## src/design/sicr_pkg.sv

```systemverilog
// Shared types, fixed-point constants and helpers for the sea ice retrieval.
// Used by every module of the block but sicr_div; depends on nothing.
package sicr_pkg;

  typedef logic signed [31:0] sq_t;

  localparam logic [2:0] ST_OK     = 3'd0;
  localparam logic [2:0] ST_LOWLAT = 3'd1;
  localparam logic [2:0] ST_BELOW  = 3'd2;
  localparam logic [2:0] ST_LAND   = 3'd3;
  localparam logic [2:0] ST_EDGE   = 3'd4;

  localparam logic [1:0] ICE_LO  = 2'd0;
  localparam logic [1:0] ICE_MID = 2'd1;
  localparam logic [1:0] ICE_HI  = 2'd2;

  localparam logic [1:0] REG_CUTOFF = 2'd0;
  localparam logic [1:0] REG_UPPER  = 2'd1;
  localparam logic [1:0] REG_LOWER  = 2'd2;

  localparam logic [20:0] Q_ONE = 21'h100000;

  localparam sq_t K_A0 = 32'sd152114823;
  localparam sq_t K_A1 = 32'sd252044;
  localparam sq_t K_A2 = 32'sd189639;
  localparam sq_t K_A3 = 32'sd12078998;
  localparam sq_t K_W0 = 32'sd191260;
  localparam sq_t K_W1 = 32'sd948752;
  localparam sq_t K_W2 = 32'sd652319;
  localparam sq_t K_E0 = 32'sd1929380;
  localparam sq_t K_EU = 32'sd758120;
  localparam sq_t K_B  = -32'sd923;
  localparam sq_t K_C0 = 32'sd6921;
  localparam sq_t K_CU = 32'sd3041;
  localparam sq_t K_D  = -32'sd9710;
  localparam sq_t K_ICE_LO  = 32'sd975176;
  localparam sq_t K_ICE_MID = 32'sd912261;
  localparam sq_t K_ICE_HI  = 32'sd870318;

  localparam logic [12:0] ZEN_MAX = 13'd8000;
  localparam logic signed [14:0] LAT_LIMIT = 15'sd5000;

  typedef struct packed {
    logic [11:0]        scan_line;
    logic [4:0]         fov;
    logic [2:0]         status;
    logic [12:0]        zen;
    logic signed [17:0] t23h;
    logic signed [17:0] t31h;
    logic [1:0]         ice;
  } item_t;

  typedef struct packed {
    item_t       item;
    logic [20:0] u;
  } cos_res_t;

  typedef struct packed {
    item_t item;
    logic  neg;
  } quo_tag_t;

  typedef struct packed {
    logic [13:0] cutoff;
    logic [13:0] upper;
    logic [13:0] lower;
  } cfg_t;

  typedef struct packed {
    logic [11:0] scan_line;
    logic [4:0]  fov;
    logic [2:0]  status;
    logic [13:0] conc;
  } result_t;

  // Q20 product, truncated toward zero
  function automatic sq_t qmul(input sq_t a, input sq_t b);
    logic signed [63:0] p;
    logic signed [63:0] r;
    p = 64'(a) * 64'(b);
    if (p < 0) begin
      r = -((-p) >>> 20);
    end else begin
      r = p >>> 20;
    end
    return 32'(r);
  endfunction

  function automatic sq_t ice_val(input logic [1:0] code);
    sq_t v;
    case (code)
      ICE_LO:  v = K_ICE_LO;
      ICE_MID: v = K_ICE_MID;
      default: v = K_ICE_HI;
    endcase
    return v;
  endfunction

endpackage

```

## src/design/sicr_front.sv

```systemverilog
// Front stage: takes a field of view, applies corrections and classifies it.
// Depends on sicr_pkg.
module sicr_front #(
  parameter int SPOTS = 30
) (
  input  logic                  clk,
  input  logic                  rst_n,
  input  logic                  push,
  output logic                  full,
  input  logic [11:0]           in_scan_line,
  input  logic [4:0]            in_fov_index,
  input  logic [7:0]            in_surface_type,
  input  logic signed [14:0]    in_latitude,
  input  logic [12:0]           in_zenith_angle,
  input  logic [15:0]           in_tb23_raw,
  input  logic [15:0]           in_tb31_raw,
  input  logic signed [11:0]    in_tb23_correction,
  input  logic signed [11:0]    in_tb31_correction,
  output logic                  item_valid,
  output sicr_pkg::item_t       item,
  input  logic                  q_full
);

  logic              fr_v_r;
  sicr_pkg::item_t   item_r;
  sicr_pkg::item_t   item_nxt;
  logic              advance;
  logic signed [18:0] diff;
  logic              is_edge;

  assign advance = !fr_v_r || !q_full;
  assign full    = !advance;

  assign is_edge = (in_fov_index < 5'd2) ||
                   (({4'b0, in_fov_index} + 9'd2) >= 9'(SPOTS));

  always_comb begin
    item_nxt.scan_line = in_scan_line;
    item_nxt.fov       = in_fov_index;
    item_nxt.t23h      = $signed({2'b00, in_tb23_raw}) + 18'(in_tb23_correction);
    item_nxt.t31h      = $signed({2'b00, in_tb31_raw}) + 18'(in_tb31_correction);
    item_nxt.zen       = (in_zenith_angle > sicr_pkg::ZEN_MAX) ? sicr_pkg::ZEN_MAX
                                                              : in_zenith_angle;
    diff = 19'(item_nxt.t23h) - 19'(item_nxt.t31h);
    if (diff < 19'sd500) begin
      item_nxt.ice = sicr_pkg::ICE_LO;
    end else if (diff <= 19'sd1000) begin
      item_nxt.ice = sicr_pkg::ICE_MID;
    end else begin
      item_nxt.ice = sicr_pkg::ICE_HI;
    end
    if (is_edge) begin
      item_nxt.status = sicr_pkg::ST_EDGE;
    end else if (in_surface_type != 8'd0) begin
      item_nxt.status = sicr_pkg::ST_LAND;
    end else if (in_latitude < sicr_pkg::LAT_LIMIT && in_latitude > -sicr_pkg::LAT_LIMIT) begin
      item_nxt.status = sicr_pkg::ST_LOWLAT;
    end else begin
      item_nxt.status = sicr_pkg::ST_OK;
    end
  end

  always_ff @(posedge clk) begin
    if (!rst_n) begin
      fr_v_r <= 1'b0;
    end else if (advance) begin
      fr_v_r <= push;
    end
  end

  always_ff @(posedge clk) begin
    if (advance && push) begin
      item_r <= item_nxt;
    end
  end

  assign item_valid = fr_v_r;
  assign item       = item_r;

endmodule

```

## config.mk

```make
export PLATFORM = sky130hd
export DESIGN_NAME = sicr_front
export DESIGN_NICKNAME = d
export VERILOG_FILES = /design/src/design/sicr_pkg.sv /design/src/design/sicr_front.sv
export SDC_FILE = /design/constraint.sdc
export NUM_CORES = 1
export LEC_CHECK = 0
export ABC_AREA = 1
export BUFFER_PORTS_ARGS = -buffer_cell sky130_fd_sc_hd__buf_2
export CORE_ASPECT_RATIO = 1.4
export CORE_MARGIN = 2
export CORE_UTILIZATION = 45
export DETAILED_ROUTE_END_ITERATION = 10
export PLACE_DENSITY = 0.73
export SETUP_SLACK_MARGIN = 0.5
export SLEW_MARGIN = 20
export SYNTH_ARGS = -nofsm -noshare
export SYNTH_HDL_FRONTEND = slang
export SYNTH_SLANG_ARGS = --single-unit
```

## constraint.sdc

```tcl
create_clock -name clk -period 6.4 [get_ports clk]
set_clock_uncertainty 0.2 [all_clocks]
set_input_delay 0.32 -clock clk [delete_from_list [all_inputs] [get_ports clk]]
set_output_delay 0.32 -clock clk [all_outputs]
set_load 0.01 [all_outputs]
```

==> reports/summary.txt <==
Pre-CTS WS = 2.00 ns
Die Area = 0.0126 mm^2
Iter 0 DRT Violations = 144
Site Rows = 46
Fmax = 245 MHz
Fin cells = 969
Mapped Cells = 609
Final Wtd Congestion = 0.896
Critical Path RT = 6.29 ns
Part of the cycle the worst path needs = 0.639
Grt total ovfl = 0
CP startpoint kind = input pin
Tot Pwr = 1.88 mW
Final hold vios = 0
Clk Latency, worst-skew pair = 0.33 ns
Hold Crit Start = in_fov_index[2]
DRC = 0
Synth warn = 0
Layout cells sized above 1 = 0.281
DR WL/cell = 13.8 um
Die H = 132 um
Slew Limit Fails = 0
Placed cells = 934
ANT nets after route = 0
Via count = 4924
Nets = 990
Vias per std cell = 5.08
R2R Setup Slk = 4.59 ns
Crit path launch = in_tb31_raw[2]
Reg-to-Reg Start = item_valid
Post-cts gate resize count = 0
Synthesized area per cell = 8.63 um^2
Maxcap violations = 0
Netlist cell types = 40
Synthesized cell area = 0.00526 mm^2
Setup TNS = 0 ns
CTS tree = built
Core Footprint = 0.0113 mm^2
Status = complete, no violations
Worst setup margin = 2.31 ns
Final setup violation count = 0
Slew headroom = 0.398
Critical path fanouts, max = 5
Worst-margin pin slew = 0.903 ns
Vias in the first global route = 4936
CTS Buf Count = 9
Critical path class = in2reg
Initial antenna violation count = 0
EDFF count, synth = 71
Post-CTS Setup Bufs = 0
Seq/Total Area, Yosys = 0.409
Number of diodes = 0
PortBufs = 185
Hold slack = 0.0134 ns
GRT Resource Usage Total = 0.209
First-pass GRT wire length = 20.7 mm
Predominant post-synthesis flop cell = edfxtp_1
P_leak = 3.41 nW
Clock Root Buffer = clkbuf_16
Worst VDD drop = 0.000134 V
HPWL after DPL = 10.7 mm
P per Cell Area = 275 mW/mm^2
CTS max path bufs = 2
Largest net degree at the start of global routing = 72
CP arrival = 3.97 ns
DIE WIDTH = 95.4 um
H-tree Lvls = 3
Syn-to-layout area delta = 30.2%
Worst min-delay path class = in2reg
Mapped Nets = 779
Critical Path End Type = flip-flop
Setup repair after global routing missed its margin = false
DR pass1 iterations = 4
Yosys reg bits = 72
Min Clock Period, post-route = 4.09 ns
DRT Wirelength = 13.3 mm
Async SR Flop Fraction = 0
Clock transition at path regs = 0.06 ns
Clock sink count = 72
Number of hold buffers added after cts = 19
Io pins = 186
Initial core utilization = 0.464
## Yosys cell counts (all sizes together), types with 5 or more instances
library cell / instances / area share
nor2: 48 / 0.036
inv: 95 / 0.068
nand2: 139 / 0.11
a21oi: 48 / 0.049
xnor2: 13 / 0.022
nand4: 7 / 0.0083
nor4: 5 / 0.0059
nor3: 9 / 0.0095
a31oi: 6 / 0.0071
clkbuf: 5 / 0.0036
nand3: 32 / 0.034
ha: 54 / 0.13
xor2: 24 / 0.041
edfxtp: 71 / 0.41
o21ai: 26 / 0.025
## layout make-up
class,count,area [um^2]
Inverter,95,357
Clock buffer,10,229
Tap cell,144,180
Multi-Input combinational cell,437,2740
Timing Repair Buffer,205,1120
Sequential cell,72,2150
Fill cell,1003,4490
Clock inverter,6,67.6
## cells by family (layout without fill, tap and decap cells)
kind of cell	count (synthesis)	after routing	synth area share
AO/OA/AOI/OAI	95	95	0.104
AND/OR/NAND/NOR	248	248	0.212
flip-flops	72	72	0.409
adder cells (fa/ha/maj)	57	57	0.140
buffers and inverters	100	316	0.0714
XOR/XNOR	37	37	0.0631
## per-layer routing
metal	vias to the layer above	wire (um)	global-route usage	share of wire
li1	2471	-	-	-
met1	2232	4970	0.204	0.37
met2	188	7080	0.405	0.53
met3	33	901	0.0337	0.068
met4	0	381	0.106	0.029
met5	-	0	0	0
## per-stage QoR
| stage | cell area (um^2) | utilization |
|---|---|---|
| final | 6850 | 0.604 |
| after global routing | 6850 | 0.604 |
| after CTS | 6850 | 0.604 |
| after detailed placement | 6360 | 0.561 |
| after global placement | 6360 | 0.561 |
| after floorplan | 5260 | - |
## cells in the final DEF (no fill, tap or decap), drive strengths merged, types with 3 or more instances in the layout
master	netlist	layout
edfxtp	71	71
clkbuf	5	10
dlygate4sd3	0	19
o21ai	26	26
buf	0	186
a21oi	48	48
fa	3	3
xnor2	13	13
nand2	139	139
o21bai	3	3
nand3b	3	3
inv	95	96
o211ai	3	3
ha	54	54
nor3	9	9
nand4	7	7
a31oi	6	6
nor2	48	48
nand3	32	32
nor4	5	5
xor2	24	24
## report_power, final
part / total, mW / internal, mW / switching [mW]
logic: 0.790 / 0.298 / 0.492
registers: 0.594 / 0.582 / 0.0118
clock network: 0.496 / 0.303 / 0.193
## registers in the layout, indices dropped and copies added, names as in the netlist
register,cells
item,71
item_valid,1
## path summary, 6_finish.rpt
check                to  cells past startpoint
min reg2reg  item_valid                      2
min            item[56]                      1
max             item[1]                     25
max reg2reg    item[19]                      4
## critical path, cell delays in order
cell and delay [ns]:
buf_2 0.10, ha_1 0.34, a21oi_1 0.14, nand2_1 0.09, a21oi_1 0.25, o21bai_2 0.12
a21boi_0 0.28, o21ai_0 0.18, nand2_1 0.11, nand2_1 0.06, nand2_1 0.07, nand2_1 0.06
nand2_1 0.06, nand2_1 0.08, ha_1 0.38, nand2_1 0.13, nor2_1 0.22, nand3_1 0.17
nand3_1 0.11, nand2_1 0.05, nor2_1 0.11, nand4_1 0.12, nor2_2 0.14, nand3_1 0.10
and2_1 0.17
No activity file was read; power rests on OpenSTA's default activity.
