`config.mk`:
```
export PLATFORM = sky130hd
export DESIGN_NAME = sicr_queue
export DESIGN_NICKNAME = d
export VERILOG_FILES = /design/src/design/sicr_pkg.sv /design/src/design/sicr_queue.sv
export SDC_FILE = /design/constraint.sdc
export NUM_CORES = 1
export LEC_CHECK = 0
export BUFFER_PORTS_ARGS = -buffer_cell sky130_fd_sc_hd__clkbuf_2
export CAP_MARGIN = 30
export CORE_ASPECT_RATIO = 0.9
export CORE_MARGIN = 2
export CORE_UTILIZATION = 55
export DETAILED_ROUTE_END_ITERATION = 8
export MAX_ROUTING_LAYER = met4
export PLACE_DENSITY = 0.77
export RECOVER_POWER = 25
export REMOVE_ABC_BUFFERS = 1
export SLEW_MARGIN = 10
export SYNTH_ARGS = -nofsm -noshare
export SYNTH_HDL_FRONTEND = slang
export SYNTH_SLANG_ARGS = --single-unit
```
`constraint.sdc`:
```
create_clock -name clk -period 4.3 [get_ports clk]
set_clock_uncertainty 0.05 [all_clocks]
set_input_delay 0.86 -clock clk [delete_from_list [all_inputs] [get_ports clk]]
set_output_delay 0.86 -clock clk [all_outputs]
set_load 0.005 [all_outputs]
```
`src/design/sicr_pkg.sv`:
```
// Shared types, fixed-point constants and helpers for the sea ice retrieval.
// Used by every module of the block but sicr_div; depends on nothing.
package sicr_pkg;

  typedef logic signed [31:0] sq_t;

  localparam logic [2:0] ST_OK     = 3'd0;
  localparam logic [2:0] ST_LOWLAT = 3'd1;
  localparam logic [2:0] ST_BELOW  = 3'd2;
  localparam logic [2:0] ST_LAND   = 3'd3;
  localparam logic [2:0] ST_EDGE   = 3'd4;

  localparam logic [1:0] ICE_LO  = 2'd0;
  localparam logic [1:0] ICE_MID = 2'd1;
  localparam logic [1:0] ICE_HI  = 2'd2;

  localparam logic [1:0] REG_CUTOFF = 2'd0;
  localparam logic [1:0] REG_UPPER  = 2'd1;
  localparam logic [1:0] REG_LOWER  = 2'd2;

  localparam logic [20:0] Q_ONE = 21'h100000;

  localparam sq_t K_A0 = 32'sd152114823;
  localparam sq_t K_A1 = 32'sd252044;
  localparam sq_t K_A2 = 32'sd189639;
  localparam sq_t K_A3 = 32'sd12078998;
  localparam sq_t K_W0 = 32'sd191260;
  localparam sq_t K_W1 = 32'sd948752;
  localparam sq_t K_W2 = 32'sd652319;
  localparam sq_t K_E0 = 32'sd1929380;
  localparam sq_t K_EU = 32'sd758120;
  localparam sq_t K_B  = -32'sd923;
  localparam sq_t K_C0 = 32'sd6921;
  localparam sq_t K_CU = 32'sd3041;
  localparam sq_t K_D  = -32'sd9710;
  localparam sq_t K_ICE_LO  = 32'sd975176;
  localparam sq_t K_ICE_MID = 32'sd912261;
  localparam sq_t K_ICE_HI  = 32'sd870318;

  localparam logic [12:0] ZEN_MAX = 13'd8000;
  localparam logic signed [14:0] LAT_LIMIT = 15'sd5000;

  typedef struct packed {
    logic [11:0]        scan_line;
    logic [4:0]         fov;
    logic [2:0]         status;
    logic [12:0]        zen;
    logic signed [17:0] t23h;
    logic signed [17:0] t31h;
    logic [1:0]         ice;
  } item_t;

  typedef struct packed {
    item_t       item;
    logic [20:0] u;
  } cos_res_t;

  typedef struct packed {
    item_t item;
    logic  neg;
  } quo_tag_t;

  typedef struct packed {
    logic [13:0] cutoff;
    logic [13:0] upper;
    logic [13:0] lower;
  } cfg_t;

  typedef struct packed {
    logic [11:0] scan_line;
    logic [4:0]  fov;
    logic [2:0]  status;
    logic [13:0] conc;
  } result_t;

  // Q20 product, truncated toward zero
  function automatic sq_t qmul(input sq_t a, input sq_t b);
    logic signed [63:0] p;
    logic signed [63:0] r;
    p = 64'(a) * 64'(b);
    if (p < 0) begin
      r = -((-p) >>> 20);
    end else begin
      r = p >>> 20;
    end
    return 32'(r);
  endfunction

  function automatic sq_t ice_val(input logic [1:0] code);
    sq_t v;
    case (code)
      ICE_LO:  v = K_ICE_LO;
      ICE_MID: v = K_ICE_MID;
      default: v = K_ICE_HI;
    endcase
    return v;
  endfunction

endpackage

```
`src/design/sicr_queue.sv`:
```
// Short register queue between the front stage and the arithmetic back end.
// Depends on sicr_pkg.
module sicr_queue #(
  parameter int DEPTH = 4
) (
  input  logic            clk,
  input  logic            rst_n,
  input  logic            wr_en,
  input  sicr_pkg::item_t wr_item,
  output logic            q_full,
  input  logic            rd_en,
  output logic            q_empty,
  output sicr_pkg::item_t rd_item
);

  localparam int AW = (DEPTH > 1) ? $clog2(DEPTH) : 1;

  sicr_pkg::item_t mem_r [DEPTH];
  logic [AW-1:0]   wr_ptr_r;
  logic [AW-1:0]   rd_ptr_r;
  logic [AW:0]     cnt_r;
  logic            do_wr;
  logic            do_rd;

  assign q_full  = (cnt_r == (AW+1)'(DEPTH));
  assign q_empty = (cnt_r == '0);
  assign do_wr   = wr_en && !q_full;
  assign do_rd   = rd_en && !q_empty;
  assign rd_item = mem_r[rd_ptr_r];

  always_ff @(posedge clk) begin
    if (!rst_n) begin
      wr_ptr_r <= '0;
      rd_ptr_r <= '0;
      cnt_r    <= '0;
    end else begin
      if (do_wr) begin
        wr_ptr_r <= (wr_ptr_r == AW'(DEPTH - 1)) ? '0 : wr_ptr_r + 1'b1;
      end
      if (do_rd) begin
        rd_ptr_r <= (rd_ptr_r == AW'(DEPTH - 1)) ? '0 : rd_ptr_r + 1'b1;
      end
      if (do_wr && !do_rd) begin
        cnt_r <= cnt_r + 1'b1;
      end else if (do_rd && !do_wr) begin
        cnt_r <= cnt_r - 1'b1;
      end
    end
  end

  always_ff @(posedge clk) begin
    if (do_wr) begin
      mem_r[wr_ptr_r] <= wr_item;
    end
  end

endmodule

```
==> results of run 1 <==
how the worst max path moves through the flow:
stage / to / cells after the start
floorplan: rd_item[50] / 1
global placement: rd_item[16] / 3
detailed placement: rd_item[33] / 3
CTS: rd_item[33] / 3
global route: rd_item[33] / 3
finish: rd_item[16] / 3
layer usage:
layer | vias up | routed length (µm) | track usage
li1 | 2134 | - | -
met1 | 2536 | 7870 | 0.256
met2 | 173 | 9140 | 0.294
met3 | 22 | 1460 | 0.0513
met4 | 0 | 310 | 0.0401
met5 | - | 0 | -
metrics by stage:
step / instance area, µm² / worst slack [ns] / setup TNS (ns) / util / cells
3_3_place_gp: 11700 / 1.42 / 0 / 0.610 / 807
2_1_floorplan: 10600 / -0.314 / -18.88 / - / 404
6_report: 12700 / 0.931 / 0 / 0.660 / 864
5_1_grt: 12700 / 0.729 / 0 / 0.660 / 864
3_5_place_dp: 11800 / 1.38 / 0 / 0.614 / 810
4_1_cts: 12700 / 0.819 / 0 / 0.663 / 862
cell usage after synthesis, types with 2 or more instances:
| master | n | area [µm²] |
|---|---|---|
| mux2i_1 | 3 | 30.0 |
| nor2_1 | 2 | 7.51 |
| ha_1 | 6 | 75.1 |
| dfxtp_1 | 9 | 180 |
| buf_12 | 7 | 140 |
| nor2b_1 | 2 | 12.5 |
| and2_1 | 5 | 31.3 |
| o21ai_0 | 3 | 15.0 |
| edfxtp_1 | 284 | 8530 |
| inv_1 | 3 | 11.3 |
| buf_2 | 8 | 40.0 |
| nand3_1 | 2 | 10.0 |
| nand2_1 | 6 | 22.5 |
| mux4_2 | 70 | 1580 |
flip-flops by register name, summed over array words and instances (netlist names), named ones only:
register / count
mem_r: 284
cnt_r: 3
rd_ptr_r: 2
wr_ptr_r: 2
cell type report:
| cell class | count | area [µm²] | area share |
|---|---|---|---|
| antenna | 2 | 5.00 | 0.000395 |
| multi-input combinational | 108 | 1890 | 0.149 |
| tap | 250 | 313 | 0.0247 |
| inverter | 3 | 11.3 | 0.000888 |
| sequential | 293 | 8720 | 0.687 |
| clock buffer | 37 | 756 | 0.0596 |
| clock inverter | 15 | 174 | 0.0137 |
| timing repair buffer | 156 | 818 | 0.0645 |
critical path, delay by kind of cell, from the launching register on:
kind,cells,cell delay [ns]
flip-flops,1,0.77
multiplexers,1,0.57
buffers and inverters,2,0.58
kinds of logic after synthesis:
kind of cell             count (synthesis)
flip-flops                             293
multiplexers                            74
buffers and inverters                   21
AND/OR/NAND/NOR                         20
adder cells (fa/ha/maj)                  7
AO/OA/AOI/OAI                            5
XOR/XNOR                                 2
power breakdown:
part           total, µW  internal, µW  switching, µW
clock network       2430          1470            961
registers           3650          3480            175
logic               1420           767            649
==> results.md, run 1 <==
* Clk pin slew, worst setup/hold paths at 0.05 ns
* Status: completed
* Commonest register cell after synthesis: edfxtp_1
* Post-synthesis cell type count at 26
* Die Y at 137 µm
* Initial DRC count at ~350
* Vias in the first global route at ~5100
* Actual slew at the worst max-slew pin at about 0.72 ns
* Slowest stage delay, CP at 0.77 ns
* Worst-path cell chain: buf_4 > mux4_2 > clkbuf_2
* Crit end category: output port
* Worst r2r path cells at 8
* Remaining DRCs at 0
* Worst slew margin at 0.518
* Period utilisation layout at 0.784
* Mux contribution to synthesized area at 0.151
* Commonest non-fill, non-tap cells in the layout: edfxtp_1, clkbuf_2, mux4_2
* Detail Placement HPWL at between 10000 and 15000 µm
* Post-Syn Area at roughly 11000 µm²
* Kind of critical path: flop to output port
* Ys async rst share at 0
* Hold path depth at 2
* CP required at between 3 and 4 ns
* #FFs+latches synth at 293
* DRT antenna net count at 0
* Total of max-cap violations at 0
* I/O pin total at roughly 150
* Area Overhead vs Synth at 17.4%
* Final setup viols at 0
* Reg-to-Reg Start: cnt_r[0]$_SDFFE_PN0P_
* Post-layout power at roughly 7500 µW
* PortBufs at about 150
* Hold path start: rd_ptr_r[0]$_SDFFE_PN0P_
* CP max-delay cell: dfxtp_4
* Reg-to-Reg End: cnt_r[2]$_SDFFE_PN0P_
* Post-CTS sizing at 0
* Cts hold-fix bufs at 0
* Ys Warns at 0
* Clk buf depth at 3
* Worst-case hold slack at approximately 0.47 ns
* Synth Area in Simple Gates at 0.00996
* Compound-Gate Fraction of Synth Area at 0.00278
* Leak Pwr at between 0.004 and 0.005 µW
* Gr usage total at 0.189
* Post-Synth XOR/XNOR Area at 0.00162
* Total CTS buffers at 28
* Sequential share of the synthesized area at 0.806
* Worst Hold Class: flop to flop
* R2R setup slack at 1.82 ns
* VDD IR max at around 0.00042 V
* Period minus WS final at 3.37 ns
* Largest net degree at the start of global routing at 53
* CORE AREA at 19200 µm²
* Slew Viols, Final at 0
* # rows at between 40 and 50
* Total Wirelength at about 19000 µm
* Nets at between 600 and 700
* Number of flops mapped to enable cells by yosys at 284
* Final hold violations at 0
* RePlAce Congestion at between 0.7 and 0.8
* Global-route wire length before repair at roughly 28000 µm
* Htree depth at 1
* Worst Path Arrival at between 2 and 2.5 ns
* RSZ-0062 raised after global routing: no
* WL per Instance at ~22 µm
* Layout cells sized above 1 at 0.369
* Worst Setup Start Kind: flop
* Die width at roughly 150 µm
* Synth Area in Adders at 0.00880
* P per Cell Area at 592 nW/µm²
* Initial Util at 0.562
* Clock sinks at 293
* Drt via density at about 5.6
* DIE AREA at around 21000 µm²
* Syn avg cell area at ~26 µm²
* Grt ovf at 0
* Clk root buf: clkbuf_16
* Initial antenna violation count at 2
* Synthesized netlist cell count at 422
* Clk Latency, worst-skew pair at 0.52 ns
* Via count at between 4000 and 5000
* Most common cell after layout, fill and taps aside: edfxtp_1
* Combinational family with the most area after synthesis: multiplexers
* DR pass1 iterations at 4
* Post-CTS setup buffers at 0
* CTS tree: yes
* Max FO, Critical Path at 32
* Fmax at just under 300 MHz
* Fillers at between 1000 and 1500
Note: power is estimated with default switching activity, not from simulation.
==> run 2: changes to the inputs <==
==> constraint.sdc (replaced) <==
create_clock -name clk -period 3.5 [get_ports clk]
set_clock_uncertainty 0.05 [all_clocks]
set_input_delay 0.7 -clock clk [delete_from_list [all_inputs] [get_ports clk]]
set_output_delay 0.7 -clock clk [all_outputs]
set_load 0.005 [all_outputs]
==> run 2 against run 1 <==
Against the previous run: core utilization fell by 0.13 points; final cell count down 0.12%; clock-buffer cell count grew 2; combinational power up 27%; global-route usage is essentially flat; wire length increased by 0.13%; die area did not move; flip-flop and latch count is the same; critical endpoint is now rd_item[50]; sequential power up 22%; power up 22%.
==> results.md, run 2 (synthesized netlist as in run 1, its figures left out) <==
* Place WS at 0.727 ns (-0.651 ns)
* Max FO, Critical Path at 19 (-41%)
* Worst path bufs/invs at 2 (unchanged)
* Final setup viols at 0 (unchanged)
* Total CTS buffers at 28 (unchanged)
* Global-route wire length before repair at 28600 µm (+0.39%)
* Largest net degree at the start of global routing at 59 (+11%)
* Actual slew at the worst max-slew pin at 0.670 ns (-0.0532 ns)
* Die Y at 137 µm (unchanged)
* Design Area, Final at 12700 µm² (-0.20%)
* Status: completed
* Worst setup margin at 0.486 ns (-0.444 ns)
* Worst slew margin at 0.549 (+0.0317)
* Area Overhead vs Synth at 17.2%
* Worst-case hold slack at 0.339 ns (-0.130 ns)
* Cts hold-fix bufs at 0 (unchanged)
* Post-CTS setup buffers at 0 (unchanged)
* Biggest register: mem_r
* Fmax at roughly 330 MHz
* Crit end category: output port
* Switching share of power at 0.241 (+0.00295)
* Power share of the clock group at 0.316 (-0.008)
* Grt ovf at 0 (unchanged)
* Die width at 152 µm (unchanged)
* Nets at 673 (+0.15%)
* Leak Pwr at 0.00418 µW (-0.21%)
* Post-DP Area at 11800 µm² (about the same)
* Max reg flops at 284 (unchanged)
* Fillers at 1265 (-0.94%)
* VDD IR max at 0.000575 V (+36%)
* Commonest non-fill, non-tap cells in the layout: edfxtp_1, clkbuf_2, mux4_2
* P per Cell Area at 722 nW/µm² (+22%)
* Drt via density at 5.65 (+0.32%)
* Via count at 4875 (+0.21%)
* DR pass1 iterations at 4 (unchanged)
* Remaining DRCs at 0 (unchanged)
* Clk Latency, worst-skew pair at 0.52 ns (about the same)
* PortBufs at 147 (unchanged)
* Initial Util at 0.562 (unchanged)
* Biggest regs: mem_r: 284 flops, cnt_r: 3 flops
* R2R setup slack at 0.97 ns (-0.85 ns)
* Total of max-cap violations at 0 (unchanged)
* Area of the multi-input gates at 1890 µm² (unchanged)
* CORE AREA at 19200 µm² (unchanged)
* RePlAce Congestion at 0.716 (-4.2%)
* Clock sinks at 293 (unchanged)
* WL per Instance at 21.8 µm (+0.25%)
* Clk buf depth at 3 (unchanged)
* CP required at 2.75 ns (-0.64 ns)
* Total Wirelength at 18800 µm (+0.13%)
* DRT antenna net count at 0 (unchanged)
* Comb power frac at 0.197 (+0.008)
* I/O pin total at 148 (unchanged)
* RSZ-0062 raised after global routing: no
* # rows at 48 (unchanged)
* Vias in the first global route at 5173 (+1.6%)
* Switch Pwr at 2200 µW (+23%)
* Post-CTS sizing at 0 (unchanged)
* Period utilisation layout at 0.861
* Worst Hold Class: primary input to flop
* Initial DRC count at 244 (-29%)
* CP max-delay cell: mux4_1
* Clk root buf: clkbuf_16
* Kind of critical path: flop to output port
* Initial antenna violation count at 2 (unchanged)
* Most common cell after layout, fill and taps aside: edfxtp_1
* Utilization after layout at 0.659 (-0.00130)
* Worst Setup Start Kind: flop
* Reg area at 8720 µm² (unchanged)
* Gr usage total at 0.189 (+0.000466)
* Slowest stage delay, CP at 0.64 ns (-0.13 ns)
* Final hold violations at 0 (unchanged)
* Crit-path leading delay family: multiplexers
* Slew Viols, Final at 0 (unchanged)
* DIE AREA at 20800 µm² (unchanged)
* Sequential Power Share at 0.487 (about the same)
* Layout cells sized above 1 at 0.370 (+0.000604)
* Clk pin slew, worst setup/hold paths at 0.06 ns (about the same)
* Period minus WS final at roughly 3.0 ns
* Worst Path Arrival at 2.26 ns (-0.20 ns)
* P_int at 6940 µW (+21%)
* Worst-path cell chain: buf_4 > mux4_1 > clkbuf_2
* Detail Placement HPWL at 11400 µm (-0.42%)
* CTS tree: yes
* Htree depth at 1 (unchanged)
run 2: changes by cell type in the layout (fill, tap and decap cells not counted), sizes merged:
cell      previous run  this run
clkbuf             184       186
clkinvlp             2         1
buf                  9        10
bufinv               4         2
clkinv               9         8
run 2: per-layer routing:
metal / track usage / wire length (µm) / vias up
li1: - / - / 2141
met1: 0.250 / 7640 / 2540
met2: 0.305 / 9520 / 160
met3: 0.0443 / 1240 / 34
met4: 0.0453 / 414 / 0
met5: - / 0 / -
run 2: area by class of cell:
| cell class | instances | share of cell area |
|---|---|---|
| Sequential cell | 293 | 0.688 |
| Multi-Input combinational cell | 108 | 0.150 |
| Timing Repair Buffer | 157 | 0.0655 |
| Clock buffer | 39 | 0.0627 |
| Tap cell | 250 | 0.0247 |
| Clock inverter | 11 | 0.00791 |
| Inverter | 3 | 0.000889 |
| Antenna cell | 2 | 0.000395 |
run 2: power by group through the flow:
stage	sequential (µW)	clock (µW)	combinational, µW
2_1_floorplan	4610	0	1000
3_3_place_gp	4500	0	1830
3_5_place_dp	4530	0	1860
4_1_cts	4460	2950	1870
5_1_grt	4490	3080	1990
6_report	4450	2890	1810
run 2: stage by stage:
step                cells  setup TNS, ns  total power, µW
floorplan             404         -64.32             5620
global placement      811              0             6320
detailed placement    811              0             6390
CTS                   861              0             9280
global route          863              0             9560
finish                863              0             9150
run 2: worst paths after layout:
| path | start | end | cells past startpoint |
|---|---|---|---|
| min | wr_item[29] | mem_r[3][29]$_DFFE_PP_ | 1 |
| max reg2reg | cnt_r[0]$_SDFFE_PN0P_ | cnt_r[2]$_SDFFE_PN0P_ | 7 |
| min reg2reg | wr_ptr_r[1]$_SDFFE_PN0P_ | wr_ptr_r[1]$_SDFFE_PN0P_ | 2 |
| max | flop | rd_item[50] | 3 |
==> run 3: changes to the inputs <==
--- a/config.mk
+++ b/config.mk
@@ -5,10 +5,11 @@
 export SDC_FILE = /design/constraint.sdc
 export NUM_CORES = 1
 export LEC_CHECK = 0
+export ABC_AREA = 1
 export BUFFER_PORTS_ARGS = -buffer_cell sky130_fd_sc_hd__clkbuf_2
 export CAP_MARGIN = 30
 export CORE_ASPECT_RATIO = 0.9
-export CORE_MARGIN = 2
+export CORE_MARGIN = 8
 export CORE_UTILIZATION = 55
 export DETAILED_ROUTE_END_ITERATION = 8
 export MAX_ROUTING_LAYER = met4
==> run 3 against run 2 <==
Against the previous run: critical path type unchanged; flip-flop and latch count stayed put; area after synthesis up 2.1%; non-clock buffer count is the same.
==> results.md, run 3 <==
* Post-CTS setup buffers at 0 (unchanged)
* Initial antenna violation count at 2 (unchanged)
* Commonest non-fill, non-tap cells in the layout: edfxtp_1, nor2_1, o21ai_0
* DR pass1 iterations at 5 (+1)
* Initial Util at 0.557 (-0.00502)
* Number of flops mapped to enable cells by yosys at 284 (unchanged)
* Power share of the clock group at 0.290 (-0.026)
* Yosys top cell by area: edfxtp_1
* Slew Viols, Final at 0 (unchanged)
* Sequential share of the synthesized area at 0.789 (-0.0167)
* Drt via density at 5.57 (-1.4%)
* DRT antenna net count at 0 (unchanged)
* Fillers at 1448 (+14%)
* Max reg flops at 284 (unchanged)
* Biggest regs: mem_r: 284 flops, cnt_r: 3 flops
* Largest net degree at the start of global routing at 143 (+140%)
* Layout cells sized above 1 at 0.173 (-0.197)
* Switching share of power at 0.298 (+0.0571)
* PortBufs at 147 (unchanged)
* CORE AREA at 19800 µm² (+3.0%)
* Via count at 6562 (+35%)
* Worst Setup Start Kind: flop
* DIE AREA at 24800 µm² (+20%)
* Cts hold-fix bufs at 0 (unchanged)
* Worst slew margin at 0.526 (-0.0235)
* Kind of critical path: flop to output port
* Sequential Power Share at 0.463 (-0.024)
* Clock sinks at 293 (unchanged)
* CP required at 2.75 ns (about the same)
* Nets at 983 (+46%)
* Yosys top cell area share at 0.773 (-0.0164)
* Die Y at 150 µm (+9.8%)
* Max FO, Critical Path at 67 (+48)
* Finished Layout Cells at 1178 (+37%)
* Total Wirelength at 22500 µm (+20%)
* Grt ovf at 0 (unchanged)
* Crit end category: output port
* Period utilisation layout at 0.890 (+0.0289)
* Leak Pwr at 0.00443 µW (+6.0%)
* Gr usage total at 0.184 (-0.00529)
* Worst-case hold slack at 0.354 ns (+0.0145 ns)
* Status: completed
* # rows at 49 (+2.1%)
* Final hold violations at 0 (unchanged)
* Period minus WS final at 3.11 ns (+0.101 ns)
* RSZ-0062 raised after global routing: no
* Syn avg cell area at 14.5 µm² (-43%)
* RePlAce Congestion at 0.717 (+0.15%)
* CTS tree: yes
* Total of max-cap violations at 0 (unchanged)
* Most common cell in the netlist: edfxtp_1
* Post-synthesis cell type count at 22 (-15%)
* Htree depth at 1 (unchanged)
* Ys Warns at 0 (unchanged)
* #FFs+latches synth at 293 (unchanged)
* Placed cells at 1125 (+39%)
* Actual slew at the worst max-slew pin at 0.711 ns (+0.0410 ns)
* Vias in the first global route at 6668 (+29%)
* Worst Path Arrival at 2.36 ns (+0.10 ns)
* Worst r2r path cells at 5 (-2)
* Synthesized netlist cell count at 759 (+80%)
* Post-layout power at 9510 µW (+4.0%)
* List of most frequent post-synthesis cells: edfxtp_1, nor2_1, o21ai_0
* Clk root buf: clkbuf_16
* Detail Placement HPWL at 12800 µm (+12%)
* Clk pin slew, worst setup/hold paths at 0.06 ns (about the same)
* WL per Instance at 19.1 µm (-12%)
* Area Overhead vs Synth at 15.6%
* P_int at 6670 µW (-3.9%)
* Final setup viols at 0 (unchanged)
* Switch Pwr at 2830 µW (+29%)
* Hold path depth at 1 (unchanged)
* Die width at 165 µm (+8.9%)
* Remaining DRCs at 0 (unchanged)
* Most common cell after layout, fill and taps aside: edfxtp_1
* Post-CTS sizing at 0 (unchanged)
* Post-Syn Area at 11000 µm² (+2.1%)
* Global-route wire length before repair at 34900 µm (+22%)
* Ys async rst share at 0 (unchanged)
* Comb power frac at 0.247 (+0.050)
* VDD IR max at 0.000456 V (-21%)
* Initial DRC count at 724 (+200%)
* Total CTS buffers at 29 (+3.6%)
* Utilization after layout at 0.644 (-0.0149)
* Biggest register: mem_r
* Commonest register cell after synthesis: edfxtp_1
* Worst Hold Class: primary input to flop
* Clk Latency, worst-skew pair at 0.52 ns (about the same)
* P per Cell Area at 746 nW/µm² (+3.2%)
* Clk buf depth at 3 (unchanged)
* I/O pin total at 148 (unchanged)
* Top post-synthesis cells by area: edfxtp_1, o21ai_0, nor2_1
* Fmax at 321 MHz (-3.2%)
-- run 3: cell types whose count changed after synthesis, moves of 5 or more --
cell,delta
nand2_1,+9
o21ai_1,+15
clkbuf_1,+11
buf_2,+6
buf_6,+10
and2_1,-5
mux4_2,-70
nor2_1,+155
o22ai_1,+71
clkbuf_2,+7
inv_1,+14
buf_12,-6
o21ai_0,+126
-- run 3: layout make-up --
class                   count  area, µm²  area share
inverters                  19       76.3     0.00599
repair buffers            157        820      0.0643
multi-input cells         401       1970       0.155
clock inverters            14       87.6     0.00687
well taps                 255        319      0.0250
flip-flops and latches    293       8710       0.683
clock buffers              37        756      0.0593
diodes                      2       5.00    0.000393
-- run 3: power by group through the flow --
stage,Clock (µW),Combinational (µW),Sequential [µW]
2_1_floorplan,0,1150,4580
3_3_place_gp,0,2340,4460
3_5_place_dp,0,2390,4470
4_1_cts,2820,2400,4400
5_1_grt,2940,2640,4430
6_report,2760,2350,4400
-- run 3: per-layer routing --
| metal | share of wire | track usage |
|---|---|---|
| met5 | 0 | - |
| met4 | 0.024 | 0.0549 |
| met3 | 0.073 | 0.0416 |
| met2 | 0.48 | 0.290 |
| met1 | 0.42 | 0.237 |
-- run 3: final timing paths --
kind	startpoint	slack, ns	end
setup / recovery	flop	0.39	rd_item[51]
hold / removal	wr_item[47]	0.35	mem_r[1][47]$_DFFE_PP_
setup reg to reg	cnt_r[0]$_SDFFE_PN0P_	1.29	mem_r[1][34]$_DFFE_PP_
hold reg to reg	cnt_r[0]$_SDFFE_PN0P_	0.48	cnt_r[0]$_SDFFE_PN0P_
-- run 3: kinds of logic after synthesis --
logic type,count (synthesis),synth area share
compound gates,218,0.107
fa+ha+maj,7,0.00862
buf+inv,65,0.0343
flops,293,0.789
simple gates,176,0.0607
-- run 3: stage by stage --
step,setup slack (ns),cell area (µm²),TNS [ns]
3_5_place_dp,0.926,12000,0
4_1_cts,0.355,12800,0
2_1_floorplan,-0.859,10700,-295.80
6_report,0.385,12800,0
5_1_grt,0.250,12800,0
3_3_place_gp,1.05,12000,0
-- run 3: critical path, stage by stage (launching register included) --
cell and delay [ns]:
dfxtp_2 0.44, inv_2 0.12, buf_4 0.58, o21ai_0 0.26, o22ai_1 0.27, clkbuf_2 0.17
